<file path="src/design/amcel_pkg.sv">
// Shared types and constants for the arm motor command envelope limiter.
`timescale 1ns / 1ps

package amcel_pkg;

  localparam int CmdW    = 16;
  localparam int CountW  = 16;
  localparam int ScaleW  = 24;
  localparam int GainW   = 16;
  localparam int EnvW    = 32;
  localparam int CfgIdxW = 3;
  localparam int CfgW    = 32;
  localparam int ProdW   = ScaleW + CountW;
  localparam int AngleW  = 32;
  localparam int ErrW    = 24;
  localparam int CorrW   = GainW + 1 + ErrW;

  // angles in 1/64 degree
  localparam logic signed [AngleW-1:0] Angle90  = 32'sd5760;
  localparam logic signed [AngleW-1:0] Angle20  = 32'sd1280;
  localparam logic signed [AngleW-1:0] Angle160 = 32'sd10240;

  localparam logic signed [CountW-1:0] CenterCounts = 16'sd250;
  localparam logic signed [ProdW-1:0]  FwdLimitFine = 40'sd2949120;

  localparam logic signed [CmdW:0] LiftMinCmd = 17'sd11469;
  localparam logic signed [41:0]   CorrLimit  = 42'sd9830;

  // floor(2^32 / 875) for the turret minimum divide
  localparam logic [22:0] Recip875 = 23'd4908534;
  localparam logic [22:0] Div875   = 23'd875;

  typedef enum logic [CfgIdxW-1:0] {
    CFG_LIFT_DPC    = 3'd0,
    CFG_TURRET_DPC  = 3'd1,
    CFG_TURRET_LOW  = 3'd2,
    CFG_TURRET_HIGH = 3'd3,
    CFG_LIFT_GAIN   = 3'd4,
    CFG_ENV_CENTER  = 3'd5,
    CFG_ENV_FORWARD = 3'd6,
    CFG_ENV_SIDE    = 3'd7
  } cfg_idx_t;

  typedef struct packed {
    logic load;
    logic ang;
    logic prep;
    logic mul2;
    logic fin;
  } dp_cmd_t;

endpackage

</file>
<file path="src/design/amcel_ctrl.sv">
// Sequencing controller: walks one transaction through the datapath steps.
`timescale 1ns / 1ps

module amcel_ctrl import amcel_pkg::*; (
  input  logic    clk,
  input  logic    rst_n,
  input  logic    in_valid,
  output logic    in_ready,
  output logic    out_valid,
  input  logic    out_ready,
  output dp_cmd_t cmd
);

  typedef enum logic [2:0] {
    ST_IDLE,
    ST_ANG,
    ST_PREP,
    ST_MUL2,
    ST_FIN
  } state_t;

  state_t state_r, state_nxt;
  logic   out_valid_r, out_valid_nxt;
  logic   fin_go;

  assign fin_go = (state_r == ST_FIN) && (!out_valid_r || out_ready);

  always_comb begin
    state_nxt     = state_r;
    out_valid_nxt = out_valid_r && !out_ready;
    unique case (state_r)
      ST_IDLE: if (in_valid) state_nxt = ST_ANG;
      ST_ANG:  state_nxt = ST_PREP;
      ST_PREP: state_nxt = ST_MUL2;
      ST_MUL2: state_nxt = ST_FIN;
      ST_FIN: begin
        if (fin_go) begin
          state_nxt     = ST_IDLE;
          out_valid_nxt = 1'b1;
        end
      end
      default: state_nxt = ST_IDLE;
    endcase
  end

  always_ff @(posedge clk) begin
    if (!rst_n) begin
      state_r     <= ST_IDLE;
      out_valid_r <= 1'b0;
    end else begin
      state_r     <= state_nxt;
      out_valid_r <= out_valid_nxt;
    end
  end

  assign in_ready  = (state_r == ST_IDLE);
  assign out_valid = out_valid_r;

  assign cmd.load = in_ready && in_valid;
  assign cmd.ang  = (state_r == ST_ANG);
  assign cmd.prep = (state_r == ST_PREP);
  assign cmd.mul2 = (state_r == ST_MUL2);
  assign cmd.fin  = fin_go;

endmodule

</file>
<file path="src/design/amcel_dp.sv">
// Datapath: config registers, bypass toggle, angle, envelope and limit arithmetic.
`timescale 1ns / 1ps

module amcel_dp import amcel_pkg::*; (
  input  logic                     clk,
  input  logic                     rst_n,
  input  logic                     cfg_we,
  input  logic [CfgIdxW-1:0]       cfg_index,
  input  logic [CfgW-1:0]          cfg_wdata,
  input  logic signed [CmdW-1:0]   in_lift_cmd,
  input  logic signed [CmdW-1:0]   in_turret_cmd,
  input  logic signed [CountW-1:0] in_lift_count,
  input  logic signed [CountW-1:0] in_turret_count,
  input  logic                     in_lift_is_pid,
  input  logic                     in_turret_is_pid,
  input  logic                     in_bypass_button,
  input  dp_cmd_t                  cmd,
  output logic signed [CmdW-1:0]   out_lift_out,
  output logic signed [CmdW-1:0]   out_turret_out,
  output logic                     out_bypass_active,
  output logic                     out_lift_corrected
);

  // configuration
  logic signed [ScaleW-1:0] lift_dpc_r, turret_dpc_r;
  logic signed [CountW-1:0] turret_low_r, turret_high_r;
  logic [GainW-1:0]         gain_r;
  logic [EnvW-1:0]          env_center_r, env_fwd_r, env_side_r;

  // bypass state
  logic bypass_on_r, prev_btn_r, bypass_nxt;

  // transaction registers
  logic signed [CmdW-1:0]   lcmd_r, tcmd_r;
  logic signed [CountW-1:0] tcnt_r;
  logic                     lpid_r, tpid_r, byp_r;
  logic signed [ProdW-1:0]  prod_l_r, prod_t_r;
  logic signed [AngleW-1:0] angle_r;
  logic                     tzero_r;
  logic signed [15:0]       emin_r, emax_r;
  logic                     corr_r;
  logic signed [ErrW-1:0]   err_r;
  logic [21:0]              x_r;
  logic signed [CorrW-1:0]  p_r;
  logic [12:0]              q0_r;

  logic signed [CmdW-1:0]   lift_out_r, turret_out_r;
  logic                     bypass_out_r, corrected_out_r;

  always_ff @(posedge clk) begin
    if (!rst_n) begin
      lift_dpc_r    <= '0;
      turret_dpc_r  <= '0;
      turret_low_r  <= 16'sh8000;
      turret_high_r <= 16'sh7FFF;
      gain_r        <= '0;
      env_center_r  <= '0;
      env_fwd_r     <= '0;
      env_side_r    <= '0;
    end else if (cfg_we) begin
      unique case (cfg_idx_t'(cfg_index))
        CFG_LIFT_DPC:    lift_dpc_r    <= cfg_wdata[ScaleW-1:0];
        CFG_TURRET_DPC:  turret_dpc_r  <= cfg_wdata[ScaleW-1:0];
        CFG_TURRET_LOW:  turret_low_r  <= cfg_wdata[CountW-1:0];
        CFG_TURRET_HIGH: turret_high_r <= cfg_wdata[CountW-1:0];
        CFG_LIFT_GAIN:   gain_r        <= cfg_wdata[GainW-1:0];
        CFG_ENV_CENTER:  env_center_r  <= cfg_wdata[EnvW-1:0];
        CFG_ENV_FORWARD: env_fwd_r     <= cfg_wdata[EnvW-1:0];
        CFG_ENV_SIDE:    env_side_r    <= cfg_wdata[EnvW-1:0];
      endcase
    end
  end

  assign bypass_nxt = bypass_on_r ^ (in_bypass_button && !prev_btn_r);

  always_ff @(posedge clk) begin
    if (!rst_n) begin
      bypass_on_r <= 1'b0;
      prev_btn_r  <= 1'b0;
    end else if (cmd.load) begin
      bypass_on_r <= bypass_nxt;
      prev_btn_r  <= in_bypass_button;
    end
  end

  // load: capture fields and form both encoder products
  always_ff @(posedge clk) begin
    if (cmd.load) begin
      lcmd_r   <= in_lift_cmd;
      tcmd_r   <= in_turret_cmd;
      tcnt_r   <= in_turret_count;
      lpid_r   <= in_lift_is_pid;
      tpid_r   <= in_turret_is_pid;
      byp_r    <= bypass_nxt;
      prod_l_r <= lift_dpc_r * in_lift_count;
      prod_t_r <= turret_dpc_r * in_turret_count;
    end
  end

  // angle, turret limit, envelope selection
  logic signed [AngleW-1:0] angle_c;
  logic [EnvW-1:0]          env_c;

  always_comb begin
    angle_c = AngleW'(prod_l_r >>> 10) + Angle90;
    if (tcnt_r <= CenterCounts && tcnt_r >= -CenterCounts) begin
      env_c = env_center_r;
    end else if (prod_t_r < FwdLimitFine && prod_t_r > -FwdLimitFine) begin
      env_c = env_fwd_r;
    end else begin
      env_c = env_side_r;
    end
  end

  always_ff @(posedge clk) begin
    if (cmd.ang) begin
      angle_r <= angle_c;
      tzero_r <= (tcmd_r >= 0) ? (tcnt_r < turret_low_r) : (tcnt_r > turret_high_r);
      emin_r  <= env_c[15:0];
      emax_r  <= env_c[31:16];
    end
  end

  // envelope checks, error, turret minimum numerator
  logic                     below_c, above_c;
  logic signed [AngleW:0]   err_c;
  logic signed [ErrW-1:0]   err_sat_c;
  logic signed [AngleW-1:0] ac_c;
  logic [12:0]              d_c;
  logic [15:0]              span_c;
  logic [21:0]              x_c;

  always_comb begin
    below_c = (lcmd_r >= 0) && (angle_r < AngleW'(emin_r));
    above_c = (lcmd_r <= 0) && (angle_r > AngleW'(emax_r));
    if (below_c) err_c = (AngleW+1)'(emin_r) - (AngleW+1)'(angle_r);
    else         err_c = (AngleW+1)'(emax_r) - (AngleW+1)'(angle_r);
    // wide errors saturate; the clamp downstream hides the difference
    priority if (err_c > 33'sd8388607)       err_sat_c = 24'sh7FFFFF;
    else if (err_c < -33'sd8388608)           err_sat_c = 24'sh800000;
    else                                      err_sat_c = err_c[ErrW-1:0];

    priority if (angle_r < Angle20)  ac_c = Angle20;
    else if (angle_r > Angle160)     ac_c = Angle160;
    else                             ac_c = angle_r;
    if (ac_c >= Angle90) d_c = 13'(ac_c - Angle90);
    else                 d_c = 13'(Angle90 - ac_c);
    span_c = 16'd44800 - {3'd0, d_c};
    x_c    = {span_c, 6'd0} + 22'd437;
  end

  always_ff @(posedge clk) begin
    if (cmd.prep) begin
      corr_r <= below_c || above_c;
      err_r  <= err_sat_c;
      x_r    <= x_c;
    end
  end

  // correction product and reciprocal estimate
  logic [44:0] qprod_c;
  assign qprod_c = {23'd0, x_r} * {22'd0, Recip875};

  always_ff @(posedge clk) begin
    if (cmd.mul2) begin
      p_r  <= $signed({1'b0, gain_r}) * err_r;
      q0_r <= qprod_c[44:32];
    end
  end

  // final: clamp correction, fix quotient, apply minima
  logic signed [CorrW-1:0] pt_c, t_c;
  logic signed [41:0]      c_c, cc_c;
  logic [22:0]             q875_c, rem_c;
  logic [12:0]             mn_c;
  logic signed [CmdW:0]    mn_s_c, tcmd_x_c, lcmd_x_c;
  logic signed [CmdW-1:0]  tout_c, lout_c;

  always_comb begin
    pt_c = p_r[CorrW-1] ? p_r + 41'sd127 : p_r;
    t_c  = pt_c >>> 7;
    c_c  = -{t_c[CorrW-1], t_c};
    priority if (c_c > CorrLimit)  cc_c = CorrLimit;
    else if (c_c < -CorrLimit)     cc_c = -CorrLimit;
    else                           cc_c = c_c;

    q875_c = {10'd0, q0_r} * Div875;
    rem_c  = {1'b0, x_r} - q875_c;
    mn_c   = q0_r + {12'd0, (rem_c >= Div875)};
    mn_s_c = {4'd0, mn_c};

    tcmd_x_c = {tcmd_r[CmdW-1], tcmd_r};
    tout_c   = tcmd_r;
    if (tzero_r) begin
      tout_c = '0;
    end else if (tpid_r) begin
      if (tcmd_x_c > 0 && tcmd_x_c < mn_s_c)       tout_c = mn_s_c[CmdW-1:0];
      else if (tcmd_x_c < 0 && tcmd_x_c > -mn_s_c) tout_c = CmdW'(-mn_s_c);
    end

    lcmd_x_c = {lcmd_r[CmdW-1], lcmd_r};
    lout_c   = lcmd_r;
    if (corr_r) begin
      lout_c = cc_c[CmdW-1:0];
    end else if (lpid_r) begin
      if (lcmd_x_c > 0 && lcmd_x_c < LiftMinCmd)       lout_c = LiftMinCmd[CmdW-1:0];
      else if (lcmd_x_c < 0 && lcmd_x_c > -LiftMinCmd) lout_c = CmdW'(-LiftMinCmd);
    end
  end

  always_ff @(posedge clk) begin
    if (cmd.fin) begin
      bypass_out_r <= byp_r;
      if (byp_r) begin
        lift_out_r      <= lcmd_r;
        turret_out_r    <= tcmd_r;
        corrected_out_r <= 1'b0;
      end else begin
        lift_out_r      <= lout_c;
        turret_out_r    <= tout_c;
        corrected_out_r <= corr_r;
      end
    end
  end

  assign out_lift_out       = lift_out_r;
  assign out_turret_out     = turret_out_r;
  assign out_bypass_active  = bypass_out_r;
  assign out_lift_corrected = corrected_out_r;

endmodule

</file>
<file path="src/design/arm_motor_command_envelope_limiter_top.sv">
// Top level of the arm motor command envelope limiter.
`timescale 1ns / 1ps
// Usage
//  - Input channel (in_valid/in_ready): one transaction carries both motor
//    commands, both encoder counts, the two closed-loop flags and the level
//    of the bypass button. A rising button level between successive
//    transactions toggles bypass.
//  - Output channel (out_valid/out_ready): one transaction per input, giving
//    the validated commands, the bypass flag after this input's button edge,
//    and whether lift_out is an envelope correction.
//  - Config port: cfg_we writes cfg_wdata into register cfg_index at once.
//    Write only while no transaction is in flight.
//  - Sequence: the result is registered after the single-issue steps of the
//    controller (encoder multiply, angle and envelope, error and quotient
//    prep, correction and reciprocal multiply, final clamp); a new input is
//    taken only once the previous one has left its final step.
//  - Output is held in a register; a new input is taken while it waits.
//    If the receiver stalls, the following transaction parks in its final
//    step until the output register frees.
//  - Reset (rst_n low, synchronous) clears bypass, the button history, the
//    handshake state and restores the config defaults.

module arm_motor_command_envelope_limiter_top import amcel_pkg::*; (
  input  logic                     clk,
  input  logic                     rst_n,
  input  logic                     cfg_we,
  input  logic [CfgIdxW-1:0]       cfg_index,
  input  logic [CfgW-1:0]          cfg_wdata,
  input  logic                     in_valid,
  output logic                     in_ready,
  input  logic signed [CmdW-1:0]   in_lift_cmd,
  input  logic signed [CmdW-1:0]   in_turret_cmd,
  input  logic signed [CountW-1:0] in_lift_count,
  input  logic signed [CountW-1:0] in_turret_count,
  input  logic                     in_lift_is_pid,
  input  logic                     in_turret_is_pid,
  input  logic                     in_bypass_button,
  output logic                     out_valid,
  input  logic                     out_ready,
  output logic signed [CmdW-1:0]   out_lift_out,
  output logic signed [CmdW-1:0]   out_turret_out,
  output logic                     out_bypass_active,
  output logic                     out_lift_corrected
);

  dp_cmd_t cmd;

  // sequencer: one transaction at a time, output register decoupled
  amcel_ctrl u_ctrl (
    .clk       (clk),
    .rst_n     (rst_n),
    .in_valid  (in_valid),
    .in_ready  (in_ready),
    .out_valid (out_valid),
    .out_ready (out_ready),
    .cmd       (cmd)
  );

  // arithmetic and config storage
  amcel_dp u_dp (
    .clk                (clk),
    .rst_n              (rst_n),
    .cfg_we             (cfg_we),
    .cfg_index          (cfg_index),
    .cfg_wdata          (cfg_wdata),
    .in_lift_cmd        (in_lift_cmd),
    .in_turret_cmd      (in_turret_cmd),
    .in_lift_count      (in_lift_count),
    .in_turret_count    (in_turret_count),
    .in_lift_is_pid     (in_lift_is_pid),
    .in_turret_is_pid   (in_turret_is_pid),
    .in_bypass_button   (in_bypass_button),
    .cmd                (cmd),
    .out_lift_out       (out_lift_out),
    .out_turret_out     (out_turret_out),
    .out_bypass_active  (out_bypass_active),
    .out_lift_corrected (out_lift_corrected)
  );

endmodule

</file>
<file path="config.mk">
export PLATFORM = sky130hd
export DESIGN_NAME = arm_motor_command_envelope_limiter_top
export DESIGN_NICKNAME = d
export VERILOG_FILES = /design/src/design/amcel_pkg.sv /design/src/design/amcel_ctrl.sv /design/src/design/amcel_dp.sv /design/src/design/arm_motor_command_envelope_limiter_top.sv
export SDC_FILE = /design/constraint.sdc
export NUM_CORES = 2
export LEC_CHECK = 0
export ABC_AREA = 1
export BUFFER_PORTS_ARGS = -buffer_cell sky130_fd_sc_hd__buf_4
export CORE_ASPECT_RATIO = 1.25
export CORE_UTILIZATION = 45
export CTS_BUF_LIST = sky130_fd_sc_hd__clkbuf_16
export CTS_CLUSTER_SIZE = 14
export DETAILED_ROUTE_END_ITERATION = 12
export HOLD_SLACK_MARGIN = 0.05
export SYNTH_ARGS = -nofsm -noshare
export SYNTH_HDL_FRONTEND = slang
export SYNTH_SLANG_ARGS = --single-unit
</file>
<file path="constraint.sdc">
create_clock -name clk -period 14.4 [get_ports clk]
set_input_delay 2.88 -clock clk [delete_from_list [all_inputs] [get_ports clk]]
set_output_delay 2.88 -clock clk [all_outputs]
set_load 0.01 [all_outputs]
</file>
==> flow_metrics.py <==
metrics = {
    "synth": {
        "synth_top_area_cell": "fa_1",
        "synth-main-ff-cell": "edfxtp_1",
        "synth_common_cells": "inv_1 (2482), nand2_1 (2043), fa_1 (1355)",
        "syn_inst": 9946,
        "synth_area_mm2": 0.0808,
        "synthArstFlopShare_pct": 0,
        "syn_area_per_cell_um2": 8.12,
        "synth.most_common_cell": "inv_1",
        "yosysUniqueCellTypes": 66,
        "yosysWarnings": 0,
        "ys_ff_latch": 511,
        "syn_nets": 12100,
        "synth-edff-count": 313,
        "ys_top_cells_by_area": "fa_1 (34%), edfxtp_1 (12%), inv_1 (12%)",
        "seq_area_frac_synth_pct": 16.5,
        "synth_top_area_share_pct": 33.6,
    },
    "global_routing": {
        "grt_max_degree": 122,
        "overflow": 0,
        "grt_pass1_wl_um": 362000,
        "gr-usage-all-layers_pct": 25.4,
        "grt_pass1_vias": 67200,
        "grt_antenna_before_repair": 5,
    },
    "cts": {
        "hold_buffers": 0,
        "path_clk_slew_ns": 0.06,
        "cts.sinks": 511,
        "insertion_delay_ns": 0.72,
        "ctsHtreeMaxLevel": 2,
        "root_buffer": "clkbuf_16",
        "cts-resized-gates": 0,
        "clockBufferDepth": 3,
        "post_cts_buffers": 0,
        "cts_tree": "done",
        "cts_buffers": 60,
    },
    "detailed_routing": {
        "drc": 0,
        "drt_iter0_markers": 3551,
        "wl_per_cell_um": 18.3,
        "viasPerCell": 5.15,
        "routed_wl_um": 225000,
        "first_pass_iters": 6,
        "ant_nets": 0,
        "vias": 63100,
    },
    "floorplanning": {
        "core_area_mm2": 0.178,
        "die_w_um": 381,
        "fp.dieH_um": 476,
        "die_area_mm2": 0.181,
        "ios": 143,
        "rows": 173,
        "start_util_pct": 45.4,
    },
    "place": {
        "io_buffer_count": 142,
        "gp_congestion": 0.959,
        "dp.cells": 12100,
        "dp_hpwl_um": 181000,
    },
    "sta": {
        "fin_worst_skew_ns": 0.0515,
        "rsz0062_at_grt": "no",
        "post-route-min-period_ns": 10.28,
        "fmax_mhz": 97.3,
        "slew_headroom_pct": 27.6,
        "fin_crit_sh_pct": 71.4,
        "tns_ns": 0,
        "drv_slew": 0,
        "worst_pin_slew_ns": 1.09,
        "setup_violations": 0,
        "finalHoldViolCount": 0,
    },
    "pwr": {
        "switchingPower_mw": 8.37,
        "ir_drop_v": 0.000480,
        "swShare_pct": 52.7,
        "power_frac_seq_pct": 13.3,
        "power_per_cell_area_mw_per_mm2": 185,
        "p_leak_nw": 44.3,
        "power_frac_clock_pct": 9.8,
        "combPwrFrac_pct": 76.9,
        "p_int_mw": 7.52,
    },
    "worst_hold_path": {
        "min_path_type": "reg2reg",
    },
    "finish": {
        "area_growth_syn_to_layout_pct": 6.39,
        "drive_gt1_share_pct": 4.16,
        "finish.net_count": 12000,
        "stdcell_count": 12300,
    },
    "critical_path": {
        "critPathLaunchType": "flop",
        "required_ns": 14.80,
        "arrival_ns": 10.68,
        "critPathMaxFanout": 21,
        "worstSetupPathType": "reg2reg",
        "endpoint_kind": "flop",
        "cpPeakStageDelay_ns": 0.55,
        "crit_path_top_delay_cell": "fa_1",
    },
    "outcome": {
        "outcome": "finished, final reports clean",
    },
    "flow_run": {
        "maxCapViolCount": 0,
    },
}
==> sequential cells by signal, indices dropped and copies added (netlist names), 24 cells and up <==
signal,flops
u_dp.p_r,41
u_dp.prod_t_r,40
u_dp.env_center_r,32
u_dp.env_fwd_r,32
u_dp.env_side_r,32
u_dp.lift_dpc_r,24
u_dp.prod_l_r,30
u_dp.err_r,24
u_dp.angle_r,31
u_dp.turret_dpc_r,24
==> worst max-delay path, delay by kind of cell, from the launching register on <==
kind / cells / cell delay (ns)
adder cells (fa/ha/maj): 10 / 3.86
AND/OR/NAND/NOR: 18 / 2.44
AO/OA/AOI/OAI: 10 / 2.07
buffers and inverters: 7 / 0.93
flip-flops: 1 / 0.53
XOR/XNOR: 1 / 0.17
==> cell families (layout without fill, tap and decap cells) <==
logic type | Yosys count | after routing | share of synthesized area (%)
simple gates | 3292 | 3292 | 16.5
buf+inv | 2862 | 2815 | 13.3
fa+ha+maj | 2019 | 2019 | 43.9
compound gates | 991 | 991 | 6.79
flops | 511 | 511 | 16.5
xor+xnor | 266 | 266 | 2.88
mux | 4 | 4 | 0.0496
other cells | 1 | 2 | 0.00464
==> layout make-up <==
type / instances / area [um2]
Antenna cell: 1 / 2.50
Clock buffer: 60 / 1500
Clock inverter: 54 / 514
Fill cell: 17400 / 92000
Inverter: 2494 / 9370
Multi-Input combinational cell: 6573 / 56700
Sequential cell: 511 / 13400
Tap cell: 2362 / 2960
Timing Repair Buffer: 207 / 1550
==> through the flow <==
step | hold slack, ns | utilization (%) | setup WS [ns] | power, mW | area [um2]
2_1_floorplan | 0.400 | - | 5.40 | 11.2 | 80800
6_report | 0.419 | 48.3 | 4.12 | 15.9 | 85900
3_5_place_dp | 0.405 | 47.2 | 4.20 | 14.3 | 83900
3_3_place_gp | 0.405 | 47.2 | 4.30 | 14.3 | 83900
5_1_grt | 0.428 | 48.3 | 3.20 | 17.7 | 85900
4_1_cts | 0.419 | 48.3 | 4.20 | 16.0 | 85900
==> final timing paths <==
check | from | end | slack (ns) | cells after the start
max reg2reg | u_dp.q0_r[6] | u_dp.out_turret_out[13] | 4.12 | 46
min | u_dp.prod_l_r[14] | u_dp.angle_r[4] | 0.42 | 0
min reg2reg | u_dp.prod_l_r[14] | u_dp.angle_r[4] | 0.42 | 0
max | u_dp.q0_r[6] | u_dp.out_turret_out[13] | 4.12 | 46
==> routing by layer <==
metal	routed length, um	part of all wire, %	up-vias	track usage (%)
met3	10100	4.5	498	2.28
met4	9190	4.1	6	9.49
met5	30	0.013	-	0
met2	116000	51	1652	47.1
met1	89900	40	31400	30.2
li1	-	-	29600	-
==> power by group through the flow <==
stage               logic, mW  registers, mW  clock network [mW]
floorplan                9.14           2.03                   0
global placement         12.2           2.14                   0
detailed placement       12.1           2.14                   0
CTS                      12.3           2.11                1.59
global route             13.9           2.13                1.64
finish                   12.2           2.11                1.55
==> cells in the final DEF, fill, tap and decap left out, types with 6 or more instances in the layout <==
cell type / synthesis / layout
inv_1: 2482 / 2487
nand2_1: 2043 / 2042
fa_1: 1355 / 1355
nor2_1: 761 / 756
ha_1: 664 / 664
o21ai_0: 403 / 403
a21oi_1: 378 / 378
edfxtp_1: 313 / 313
nand3_1: 225 / 225
buf_4: 1 / 207
dfxtp_1: 198 / 198
xor2_1: 154 / 154
xnor2_1: 112 / 112
nand4_1: 70 / 70
clkbuf_16: 0 / 60
nor3_1: 55 / 53
o31ai_1: 50 / 50
or2_2: 49 / 49
o211ai_1: 32 / 32
nor4_1: 30 / 29
nor2_2: 16 / 20
a31oi_1: 18 / 18
clkinv_2: 1 / 17
a21boi_0: 16 / 16
clkinv_1: 3 / 15
o21a_1: 14 / 14
o21bai_1: 14 / 14
a21o_1: 12 / 12
a211oi_1: 10 / 10
nand3b_1: 10 / 10
o21ai_1: 8 / 8
inv_2: 8 / 8
nor2_4: 7 / 8
o221ai_1: 7 / 7
clkinv_4: 0 / 6
bufinv_16: 0 / 6
Note: power is estimated with default switching activity, not from simulation.
